--- config.mk ---
export PLATFORM = sky130hd
export DESIGN_NAME = sortable_priority_ring_buffer
export DESIGN_NICKNAME = d
export VERILOG_FILES = /design/src/rtl/sprb_pkg.sv /design/src/rtl/sprb_sorter.sv /design/src/rtl/sortable_priority_ring_buffer.sv
export SDC_FILE = /design/constraint.sdc
export NUM_CORES = 1
export LEC_CHECK = 0
export BUFFER_PORTS_ARGS = -buffer_cell sky130_fd_sc_hd__buf_2
export CAP_MARGIN = 20
export CORE_MARGIN = 3
export CORE_UTILIZATION = 60
export CTS_CLUSTER_DIAMETER = 80
export DETAILED_ROUTE_END_ITERATION = 7
export GPL_TIMING_DRIVEN = 0
export PLACE_DENSITY = 0.76
export SYNTH_ARGS = -nofsm -noshare
export SYNTH_HDL_FRONTEND = slang
export SYNTH_SLANG_ARGS = --single-unit
--- constraint.sdc ---
create_clock -name clock -period 10.7 [get_ports clock]
set_clock_uncertainty 0.05 [all_clocks]
set_input_delay 1.07 -clock clock [delete_from_list [all_inputs] [get_ports clock]]
set_output_delay 1.07 -clock clock [all_outputs]
set_load 0.01 [all_outputs]
--- src/rtl/sprb_pkg.sv ---
// ----------------------------------------------------------------------------
// sprb_pkg
// shared types and codes for the sortable priority ring buffer
// ----------------------------------------------------------------------------
`default_nettype none

package sprb_pkg;

   // operation codes carried by a request transaction
   typedef enum logic [1:0] {
      FUNC_PUSH = 2'd0,
      FUNC_POP  = 2'd1,
      FUNC_SORT = 2'd2,
      FUNC_NOP  = 2'd3
   } func_type;

   // response status codes
   typedef enum logic [1:0] {
      STATUS_OK    = 2'd0,
      STATUS_FULL  = 2'd1,
      STATUS_EMPTY = 2'd2
   } status_type;

   // one stored queue entry
   typedef struct packed {
      logic [15:0] conn_id;
      logic [7:0]  prio;
   } entry_type;

   // top level sequencer
   typedef enum logic [1:0] {
      TOP_IDLE,
      TOP_POP,
      TOP_SORT
   } top_state_type;

   // sort sequencer
   typedef enum logic [2:0] {
      SORT_IDLE,
      SORT_FIRST,
      SORT_LOAD,
      SORT_CMP,
      SORT_TAIL
   } sort_state_type;

   // memory strobes and completion from the sort engine
   typedef struct packed {
      logic rd_en;
      logic wr_en;
      logic done;
   } sort_ctl_type;

endpackage

`default_nettype wire

--- src/rtl/sprb_sorter.sv ---
// ----------------------------------------------------------------------------
// sprb_sorter
// stable bubble sort engine over the occupied ring slots, one compare a cycle
// ----------------------------------------------------------------------------
`default_nettype none

module sprb_sorter
   import sprb_pkg::*;
#(
   parameter int unsigned DEPTH = 16
) (
   input  wire logic                       clock,
   input  wire logic                       reset,
   input  wire logic                       start,
   input  wire logic [$clog2(DEPTH)-1:0]   base,
   input  wire logic [$clog2(DEPTH)-1:0]   last,
   input  wire entry_type                  rd_data,
   output sort_ctl_type                    ctl,
   output logic      [$clog2(DEPTH)-1:0]   rd_addr,
   output logic      [$clog2(DEPTH)-1:0]   wr_addr,
   output entry_type                       wr_data
);

   localparam int unsigned           IDX_W     = $clog2(DEPTH);
   localparam logic [IDX_W-1:0]      LAST_SLOT = IDX_W'(DEPTH - 1);

   sort_state_type   state_ff, state_in;
   logic [IDX_W-1:0] base_ff, base_in;
   logic [IDX_W-1:0] last_ff, last_in;
   logic [IDX_W-1:0] rd_ptr_ff, rd_ptr_in;
   logic [IDX_W-1:0] wr_ptr_ff, wr_ptr_in;
   logic [IDX_W-1:0] cmp_idx_ff, cmp_idx_in;
   entry_type        carry_ff, carry_in;
   logic             swapped_ff, swapped_in;

   // slot after p around the ring
   function automatic logic [IDX_W-1:0] ring_next(input logic [IDX_W-1:0] p);
      return (p == LAST_SLOT) ? '0 : p + 1'b1;
   endfunction

   // control registers
   always_ff @(posedge clock) begin
      if (reset) begin
         state_ff <= SORT_IDLE;
      end else begin
         state_ff <= state_in;
      end
   end

   // datapath registers
   always_ff @(posedge clock) begin
      base_ff    <= base_in;
      last_ff    <= last_in;
      rd_ptr_ff  <= rd_ptr_in;
      wr_ptr_ff  <= wr_ptr_in;
      cmp_idx_ff <= cmp_idx_in;
      carry_ff   <= carry_in;
      swapped_ff <= swapped_in;
   end

   // one pass streams the slots through a carry register; the larger
   // priority is carried forward, ties keep their order
   always_comb begin
      state_in   = state_ff;
      base_in    = base_ff;
      last_in    = last_ff;
      rd_ptr_in  = rd_ptr_ff;
      wr_ptr_in  = wr_ptr_ff;
      cmp_idx_in = cmp_idx_ff;
      carry_in   = carry_ff;
      swapped_in = swapped_ff;
      ctl        = '0;
      rd_addr    = rd_ptr_ff;
      wr_addr    = wr_ptr_ff;
      wr_data    = carry_ff;

      unique case (state_ff)
         SORT_IDLE: begin
            if (start) begin
               base_in  = base;
               last_in  = last;
               state_in = SORT_FIRST;
            end
         end
         // start of a pass: fetch the oldest slot
         SORT_FIRST: begin
            ctl.rd_en  = 1'b1;
            rd_addr    = base_ff;
            rd_ptr_in  = ring_next(base_ff);
            wr_ptr_in  = base_ff;
            swapped_in = 1'b0;
            state_in   = SORT_LOAD;
         end
         // first slot lands in the carry, fetch the second
         SORT_LOAD: begin
            carry_in   = rd_data;
            ctl.rd_en  = 1'b1;
            rd_ptr_in  = ring_next(rd_ptr_ff);
            cmp_idx_in = IDX_W'(1);
            state_in   = SORT_CMP;
         end
         // compare arriving slot with carry, write back the smaller
         SORT_CMP: begin
            ctl.wr_en = 1'b1;
            wr_ptr_in = ring_next(wr_ptr_ff);
            if (carry_ff.prio > rd_data.prio) begin
               wr_data    = rd_data;
               swapped_in = 1'b1;
            end else begin
               wr_data  = carry_ff;
               carry_in = rd_data;
            end
            if (cmp_idx_ff == last_ff) begin
               state_in = SORT_TAIL;
            end else begin
               ctl.rd_en  = 1'b1;
               rd_ptr_in  = ring_next(rd_ptr_ff);
               cmp_idx_in = cmp_idx_ff + 1'b1;
            end
         end
         // largest of the pass goes to the newest slot
         SORT_TAIL: begin
            ctl.wr_en = 1'b1;
            if (swapped_ff) begin
               state_in = SORT_FIRST;
            end else begin
               ctl.done = 1'b1;
               state_in = SORT_IDLE;
            end
         end
         default: begin
            state_in = SORT_IDLE;
         end
      endcase
   end

endmodule

`default_nettype wire

--- src/rtl/sortable_priority_ring_buffer.sv ---
// ----------------------------------------------------------------------------
// sortable_priority_ring_buffer
// circular queue of connection id / priority entries with an in-place sort
// ----------------------------------------------------------------------------
// Usage: a request transaction carries func (push, pop, sort) with conn_id
// and prio for a push. Every request produces exactly one response
// transaction with the popped entry (zero unless a pop succeeds), a status
// (ok, full, empty) and the occupancy after the operation.
// Response path: push, refused operations, unused codes and a sort of fewer
// than two entries load the response register on acceptance; a pop first
// reads the entry through the registered read of the entry store.
// A sort of n entries runs bubble passes on the single store port pair, one
// compare per cycle: each pass steps through the first, load, compare and
// tail states; up to n passes run, ending after a pass with no swap.
// Throughput: one request at a time; req_stall stays high while a pop or
// sort is in progress.
// Reset: pointers and occupancy go to zero; store contents stay undefined
// and are never read before being written.
// Receiver stall: the response register holds its value and req_stall is
// raised until the response transaction completes.
// ----------------------------------------------------------------------------
`default_nettype none

module sortable_priority_ring_buffer
   import sprb_pkg::*;
#(
   parameter int unsigned DEPTH = 16
) (
   input  wire logic                         clock,
   input  wire logic                         reset,
   input  wire logic                         req_valid,
   output logic                              req_stall,
   input  wire logic [1:0]                   req_func,
   input  wire logic [15:0]                  req_conn_id,
   input  wire logic [7:0]                   req_prio,
   output logic                              rsp_valid,
   input  wire logic                         rsp_stall,
   output logic      [15:0]                  rsp_out_conn_id,
   output logic      [7:0]                   rsp_out_prio,
   output logic      [1:0]                   rsp_status,
   output logic      [$clog2(DEPTH+1)-1:0]   rsp_occupancy
);

   localparam int unsigned      IDX_W     = $clog2(DEPTH);
   localparam int unsigned      CNT_W     = $clog2(DEPTH + 1);
   localparam logic [IDX_W-1:0] LAST_SLOT = IDX_W'(DEPTH - 1);
   localparam logic [CNT_W-1:0] FULL_CNT  = CNT_W'(DEPTH);

   top_state_type    state_ff, state_in;
   logic [IDX_W-1:0] wr_idx_ff, wr_idx_in;
   logic [IDX_W-1:0] rd_idx_ff, rd_idx_in;
   logic [CNT_W-1:0] count_ff, count_in;
   logic             rsp_valid_ff, rsp_valid_in;
   entry_type        rsp_entry_ff, rsp_entry_in;
   status_type       rsp_status_ff, rsp_status_in;
   logic [CNT_W-1:0] rsp_occ_ff, rsp_occ_in;

   entry_type        mem_ff [DEPTH];
   entry_type        rd_data_ff;
   logic             mem_rd_en;
   logic [IDX_W-1:0] mem_rd_addr;
   logic             mem_wr_en;
   logic [IDX_W-1:0] mem_wr_addr;
   entry_type        mem_wr_data;

   logic             req_accept;
   func_type         func;
   logic             load_now;
   entry_type        load_entry;
   status_type       load_status;
   logic             sort_start;
   logic [IDX_W-1:0] sort_last;
   sort_ctl_type     sort_ctl;
   logic [IDX_W-1:0] sort_rd_addr;
   logic [IDX_W-1:0] sort_wr_addr;
   entry_type        sort_wr_data;

   // slot after p around the ring
   function automatic logic [IDX_W-1:0] ring_next(input logic [IDX_W-1:0] p);
      return (p == LAST_SLOT) ? '0 : p + 1'b1;
   endfunction

   // request handshake
   assign req_stall  = (state_ff != TOP_IDLE) || (rsp_valid_ff && rsp_stall);
   assign req_accept = req_valid && !req_stall;
   assign func       = func_type'(req_func);
   assign sort_last  = IDX_W'(count_ff - CNT_W'(1));

   // sort engine sharing the store ports
   sprb_sorter #(
      .DEPTH (DEPTH)
   ) u_sorter (
      .clock   (clock),
      .reset   (reset),
      .start   (sort_start),
      .base    (rd_idx_ff),
      .last    (sort_last),
      .rd_data (rd_data_ff),
      .ctl     (sort_ctl),
      .rd_addr (sort_rd_addr),
      .wr_addr (sort_wr_addr),
      .wr_data (sort_wr_data)
   );

   // entry store, one write and one registered read a cycle
   always_ff @(posedge clock) begin
      if (mem_wr_en) begin
         mem_ff[mem_wr_addr] <= mem_wr_data;
      end
      if (mem_rd_en) begin
         rd_data_ff <= mem_ff[mem_rd_addr];
      end
   end

   // control registers
   always_ff @(posedge clock) begin
      if (reset) begin
         state_ff     <= TOP_IDLE;
         wr_idx_ff    <= '0;
         rd_idx_ff    <= '0;
         count_ff     <= '0;
         rsp_valid_ff <= 1'b0;
      end else begin
         state_ff     <= state_in;
         wr_idx_ff    <= wr_idx_in;
         rd_idx_ff    <= rd_idx_in;
         count_ff     <= count_in;
         rsp_valid_ff <= rsp_valid_in;
      end
   end

   // response payload
   always_ff @(posedge clock) begin
      rsp_entry_ff  <= rsp_entry_in;
      rsp_status_ff <= rsp_status_in;
      rsp_occ_ff    <= rsp_occ_in;
   end

   // sequencer, pointer update and response load
   always_comb begin
      state_in      = state_ff;
      wr_idx_in     = wr_idx_ff;
      rd_idx_in     = rd_idx_ff;
      count_in      = count_ff;
      rsp_valid_in  = rsp_valid_ff && rsp_stall;
      rsp_entry_in  = rsp_entry_ff;
      rsp_status_in = rsp_status_ff;
      rsp_occ_in    = rsp_occ_ff;
      mem_rd_en     = 1'b0;
      mem_rd_addr   = rd_idx_ff;
      mem_wr_en     = 1'b0;
      mem_wr_addr   = wr_idx_ff;
      mem_wr_data   = '{conn_id: req_conn_id, prio: req_prio};
      sort_start    = 1'b0;
      load_now      = 1'b0;
      load_entry    = '0;
      load_status   = STATUS_OK;

      unique case (state_ff)
         TOP_IDLE: begin
            if (req_accept) begin
               unique case (func)
                  FUNC_PUSH: begin
                     load_now = 1'b1;
                     if (count_ff == FULL_CNT) begin
                        load_status = STATUS_FULL;
                     end else begin
                        mem_wr_en = 1'b1;
                        wr_idx_in = ring_next(wr_idx_ff);
                        count_in  = count_ff + CNT_W'(1);
                     end
                  end
                  FUNC_POP: begin
                     if (count_ff == '0) begin
                        load_now    = 1'b1;
                        load_status = STATUS_EMPTY;
                     end else begin
                        mem_rd_en = 1'b1;
                        rd_idx_in = ring_next(rd_idx_ff);
                        count_in  = count_ff - CNT_W'(1);
                        state_in  = TOP_POP;
                     end
                  end
                  FUNC_SORT: begin
                     if (count_ff > CNT_W'(1)) begin
                        sort_start = 1'b1;
                        state_in   = TOP_SORT;
                     end else begin
                        load_now = 1'b1;
                     end
                  end
                  FUNC_NOP: begin
                     load_now = 1'b1;
                  end
                  default: begin
                     load_now = 1'b1;
                  end
               endcase
            end
         end
         // popped entry arrives from the store
         TOP_POP: begin
            load_now   = 1'b1;
            load_entry = rd_data_ff;
            state_in   = TOP_IDLE;
         end
         // store ports belong to the sort engine
         TOP_SORT: begin
            mem_rd_en   = sort_ctl.rd_en;
            mem_rd_addr = sort_rd_addr;
            mem_wr_en   = sort_ctl.wr_en;
            mem_wr_addr = sort_wr_addr;
            mem_wr_data = sort_wr_data;
            if (sort_ctl.done) begin
               load_now = 1'b1;
               state_in = TOP_IDLE;
            end
         end
         default: begin
            state_in = TOP_IDLE;
         end
      endcase

      // response register is always free when a load happens
      if (load_now) begin
         rsp_valid_in  = 1'b1;
         rsp_entry_in  = load_entry;
         rsp_status_in = load_status;
         rsp_occ_in    = count_in;
      end
   end

   // response ports
   assign rsp_valid       = rsp_valid_ff;
   assign rsp_out_conn_id = rsp_entry_ff.conn_id;
   assign rsp_out_prio    = rsp_entry_ff.prio;
   assign rsp_status      = rsp_status_ff;
   assign rsp_occupancy   = rsp_occ_ff;

endmodule

`default_nettype wire

# Word level (Yosys, flattened, before mapping)

Memory sizes are Yosys's and may differ from the RTL's. A register that Yosys moved wholly into a read port is not among the register bits.
Index checks and enable logic that the tools add are counted.
Widths: inputs -> output; s select.

Memories: 1
Logic and storage cells: 146
Flip-flop bits (word level): 95
Memory bits (writable): 384
Output and inout port bits: 33

Eq/ne operators: 26
$lt $le $gt $ge: 2
Reduce and logical (&&, ||, !) cells: 25
Bitwise gates (word level): 2
Add/subtract/negate cells: 8
Multiplexer cells: 64

Memory list:

| memory | depth | bits a word | read ports | clocked after Yosys merged registers in | wr ports | RTL line                            | text |
|---|---|---|---|---|---|---|---|
| mem_ff | 16    | 24          | 1          | 1                                       | 1        | sortable_priority_ring_buffer.sv:58 | `entry_type mem_ff [DEPTH];` |

Operators by type and width:

| cell                | number |
|---|---|
| $mux 24             | 4 |
| $pmux 24 s2         | 1 |
| $mux 4              | 10 |
| $add 4x1->4 const B | 6 |
| $mux 1              | 24 |
| $eq 4x4->1 const B  | 5 |
| $mux 5              | 4 |
| $pmux 4 s2          | 2 |
| $pmux 3 s5          | 1 |
| $reduce_and 2->1    | 7 |
| $pmux 2 s2          | 3 |
| $pmux 4 s3          | 1 |
| $mux 2              | 5 |
| $ne 2x2->1 const B  | 5 |
| $pmux 5 s2          | 1 |
| $gt 8x8->1          | 1 |
| $pmux 1 s2          | 4 |
| $reduce_and 4->1    | 2 |
| $eq 2x2->1 const B  | 3 |
| $eq 3x2->1 const B  | 2 |
| $mux 3              | 2 |
| $ne 3x3->1 const B  | 2 |
| $pmux 1 s3          | 2 |
| $reduce_bool 2->1   | 3 |
| 20 further kinds    | 27 |

# Longest topological paths before layout

Word-level depth: 8
Mapped depth: 11
Mapped depth without buffers: 8

# Cells and area by module

A second synthesis with hierarchy kept.

Cell total of the unflattened synthesis: 1,476
Area, all modules: 22,176.3 µm²

Modules (own cells, without submodules):

| module                        | area an instance (µm²) | instances | cells an instance |
|---|---|---|---|
| sortable_priority_ring_buffer | 19,612.6               | 1         | 1,289 |
| sprb_sorter                   | 2,563.7                | 1         | 187 |

# Worst setup path before layout

Ideal clock, no wire load.

Path kind: input-to-reg
Start: input rsp_stall
End: memory mem_ff[12][0] (netlist bit) (enable)
Path buffers: 1
Stages on the path: 7
Arrival: 3.439 ns
Path slack: 6.806 ns
Cells stage by stage: a211oi_1 -> and2_1 -> clkbuf_1 -> nand2_1 -> a21oi_1 -> o21ai_0 -> nor2_1

Longest elaborated chain between the ends: 8

Ends and longest elaborated chain:

| what                         | RTL line                             | text |
|---|---|---|
| from (decl)                  | sortable_priority_ring_buffer.sv:37  | `input wire logic rsp_stall,` |
| $logic_and 1x1->1            | sortable_priority_ring_buffer.sv:84  | `assign req_stall = (state_ff != TOP_IDLE) \|\| (rsp_valid_ff && rsp_stall);` |
| $logic_or 1x1->1             | sortable_priority_ring_buffer.sv:84  |  |
| $logic_not 1->1              | sortable_priority_ring_buffer.sv:85  | `assign req_accept = req_valid && !req_stall;` |
| $logic_and 1x1->1            | sortable_priority_ring_buffer.sv:85  |  |
| $mux 1                       | sortable_priority_ring_buffer.sv:161 | `if (req_accept) begin` |
| $pmux 1 s2                   | sortable_priority_ring_buffer.sv:159 | `unique case (state_ff)` |
| $mux 1                       | sortable_priority_ring_buffer.sv:107 | `if (mem_wr_en) begin` |
| $mux 1 (implied by the code) | sortable_priority_ring_buffer.sv:108 | `mem_ff[mem_wr_addr] <= mem_wr_data;` |
| to (decl)                    | sortable_priority_ring_buffer.sv:58  |  |

Every way passes these cells.

==> metrics.md <==
| Metric | Value |
|---|---|
| Layout cells sized above 1 | 13.7% |
| Root buffer cell | clkbuf_16 |
| RR Startpoint | rd_data_ff[7] |
| I/O pin total | 63 |
| Post-synthesis sequential area ratio | 73.1% |
| Total power | 4.13 mW |
| Switching Fraction | 21.6% |
| DP HPWL | 30400 um |
| Area of the multi-input gates | 0.00523 mm2 |
| Vias in the first global route | 12.0k |
| DRC viols | 0 |
| Min-delay worst type | reg -> reg |
| Yosys cell types | 54 |
| Crit path buf inv count | 2 |
| TritonCTS sink count | 503 |
| Crit Path Class | reg -> reg |
| Peak Freq | 210 MHz |
| Reg2Reg Setup Slack | 5940 ps |
| Pre-CTS WS | 6000 ps |
| Die height | 190 um |
| Slew Limit Fails | 0 |
| Final #Nets | 1474 |
| Crit path DAT | 4920 ps |
| CTS resizes | 0 |
| Hold depth | 0 |
| RSZ-0062 raised after global routing | false |
| Synth Flop Type | edfxtp_1 |
| Final WL | 49900 um |
| Post-CTS Hold Fix Bufs | 0 |
| Hold Path End | u_sorter.base_ff[2] |
| Sequential share of power | 53.6% |
| CP dominant cell by count | a21oi_1 |
| Min Hold Slack | 407 ps |
| Largest net degree at the start of global routing | 25 |
| Crit path required time | 10860 ps |
| Via/cell ratio | 6.38 |
| Slew headroom | 23.5% |
| DR iter-0 viols | 1231 |
| Fin cells | 1899 |
| Synthesis Warnings | 0 |
| Crit start category | register |
| Worst setup EP type | register |
| Status | finished clean |
| Worst path cell trace | inv_1, ha_1, a21oi_1, o21ai_0, o211ai_1, clkbuf_1, mux2i_1, a21oi_1 |
| Router iterations before antenna repair | 5 |
| Placed Cells | 1800 |
| Num rows | 66 |
| Clock Latency Late Sink | 560 ps |
| Die area | 0.0363 mm2 |
| Clock transition at path regs | 60 ps |
| Clk buf depth | 3 |
| Delay-heaviest family, CP | compound AO/OA/AOI/OAI gates |
| CP max stage cell | o211ai_1 |
| Leak pwr | 8.27 nW |
| Area fraction of the dominant cell type after synthesis | 71.2% |
| H-tree depth | 2 |
| Ys async rst share | 0% |
| Final worst setup slack | 5940 ps |
| Via count | 12.1k |
| Global placer's final weighted congestion | 0.844 |
| MaxCap Viol Count | 0 |
| Delay of the slowest critical-path stage | 990 ps |
| Mapped Cells | 1285 |
| DR WL/cell | 26.3 um |
| Setup TNS | 0 ps |
| Mean Syn Cell Area | 15.9 um2 |
| Post-synth EDFFs | 484 |
| GR Overflow Total | 0 |
| Fillers | 2144 |
| Synth-to-layout area growth | 14.0% |
| Maximum vdd drop | 146 uV |
| Yosys reg bits | 503 |
| Worst-Margin Slew | 1150 ps |
| Final setup vio count | 0 |
| Worst Path Max Fanout | 16 |
| Pint | 3.24 mW |
| CTS buffer count | 49 |
| PD cells | 178 mW/mm2 |
| Syn_nets | 1336 |
| Net Sw Power | 0.892 mW |
| Post-CTS Setup Inserts | 0 |
| Worst Reg2Reg Path Length in Cells | 8 |
| Fin. Hold Viols | 0 |
| Hold_sp | rd_idx_ff[2] |
| CTS tree | built |
| Synth top area cells | edfxtp_1, mux2i_1, o22ai_1 |
| Starting density of the core | 61.8% |
| Leading area contributor after synthesis | edfxtp_1 |
| Tmin final | 4760 ps |
| Count of input and output buffers | 61 |
| Core area | 0.0330 mm2 |
| Antenna violations before repair | 0 |
| Total track usage | 27.6% |
| Sequential cell area | 0.0149 mm2 |
| Comb power frac | 6.4% |
| Period utilization | 44.5% |
| Wire length of the first global-routing pass | 73700 um |
| Post-DRT Antenna Nets | 0 |
| Clock power frac | 40.0% |
| End of the worst register-to-register path | mem_ff[14][17] |
| Mapped cell area | 0.0204 mm2 |
| Die X | 190 um |
kinds of logic (layout without fill, tap and decap cells):
family | count (synthesis) | count (layout) | share of synthesized area [%]
buffers and inverters | 87 | 258 | 2.03
and+or+nand+nor | 235 | 235 | 6.11
AOI/OAI and AO/OA | 212 | 212 | 6.45
xor gates and xnor gates | 13 | 13 | 0.558
other | 0 | 1 | 0
muxes | 214 | 214 | 10.5
adders and majority gates | 21 | 21 | 1.29
DFF | 503 | 503 | 73.1
cells in the final DEF (no fill, tap or decap), types with 15 or more instances in the layout:
cell type	instances
o22ai_1	94
clkbuf_1	42
inv_1	21
nand2_1	41
buf_2	80
nor2_1	49
a21oi_1	48
and2_1	28
clkinv_1	15
o21ai_0	19
clkbuf_16	50
dfxtp_1	19
or4_1	27
edfxtp_1	484
ha_1	21
buf_4	19
nor2_4	16
mux2i_1	213
layer usage:
metal  wire, um  vias up  track usage, %
li1           -     5327               -
met1      19700     6027            38.6
met2      23900      643            45.2
met3       4600      124            4.41
met4       1690        0            9.14
met5          0        -               0
per-stage QoR:
step           instance area, um2  util, %
2_1_floorplan               20400        -
3_3_place_gp                21300     64.4
3_5_place_dp                21700     65.5
4_1_cts                     23200     70.1
5_1_grt                     23300     70.4
6_report                    23300     70.4
synth_stat cells (all sizes together) (19+ instances only):
library cell,n
edfxtp,484
mux2i,213
o22ai,94
nor2,65
a21oi,48
nand2,43
buf,33
clkbuf,32
and2,29
or4,27
ha,21
inv,21
o21ai,20
dfxtp,19
power groups by stage:
stage	Sequential [mW]	Combinational [mW]	Clock (mW)
6_report	2.22	0.265	1.65
3_5_place_dp	2.26	0.253	0
3_3_place_gp	2.26	0.240	0
2_1_floorplan	2.26	0.150	0
4_1_cts	2.22	0.255	1.65
5_1_grt	2.22	0.283	1.73
registers in the layout (all words and copies together), names as in the netlist, 5 cells and up:
name,flops
rsp_occupancy,5
count_ff,5
u_sorter.carry_ff,24
mem_ff,384
rsp_out_conn_id,16
rsp_out_prio,8
rd_data_ff,24
worst max-delay path by stage:
stage	endpoint	from	cells after the start	slack [ps]
floorplan	mem_ff[12][0]	rsp_stall	7	6810
CTS	mem_ff[14][19]	rd_data_ff[7]	8	5830
detailed placement	mem_ff[5][19]	rd_data_ff[7]	8	6000
global placement	rd_data_ff[16]	u_sorter.cmp_idx_ff[0]	5	4710
finish	mem_ff[14][17]	rd_data_ff[7]	8	5940
global route	mem_ff[14][16]	rd_data_ff[7]	8	5770
area by class of cell:
class	instances	share of cell area, %
multi-input cells	695	22.5
plain buffers	65	1.43
clock buffers	60	5.54
inverters	22	0.355
repair buffers	87	2.75
well taps	442	2.38
diodes	1	0.0108
flip-flops and latches	503	64.1
clock inverters	24	0.920
(Power assumes the default switching activity.)
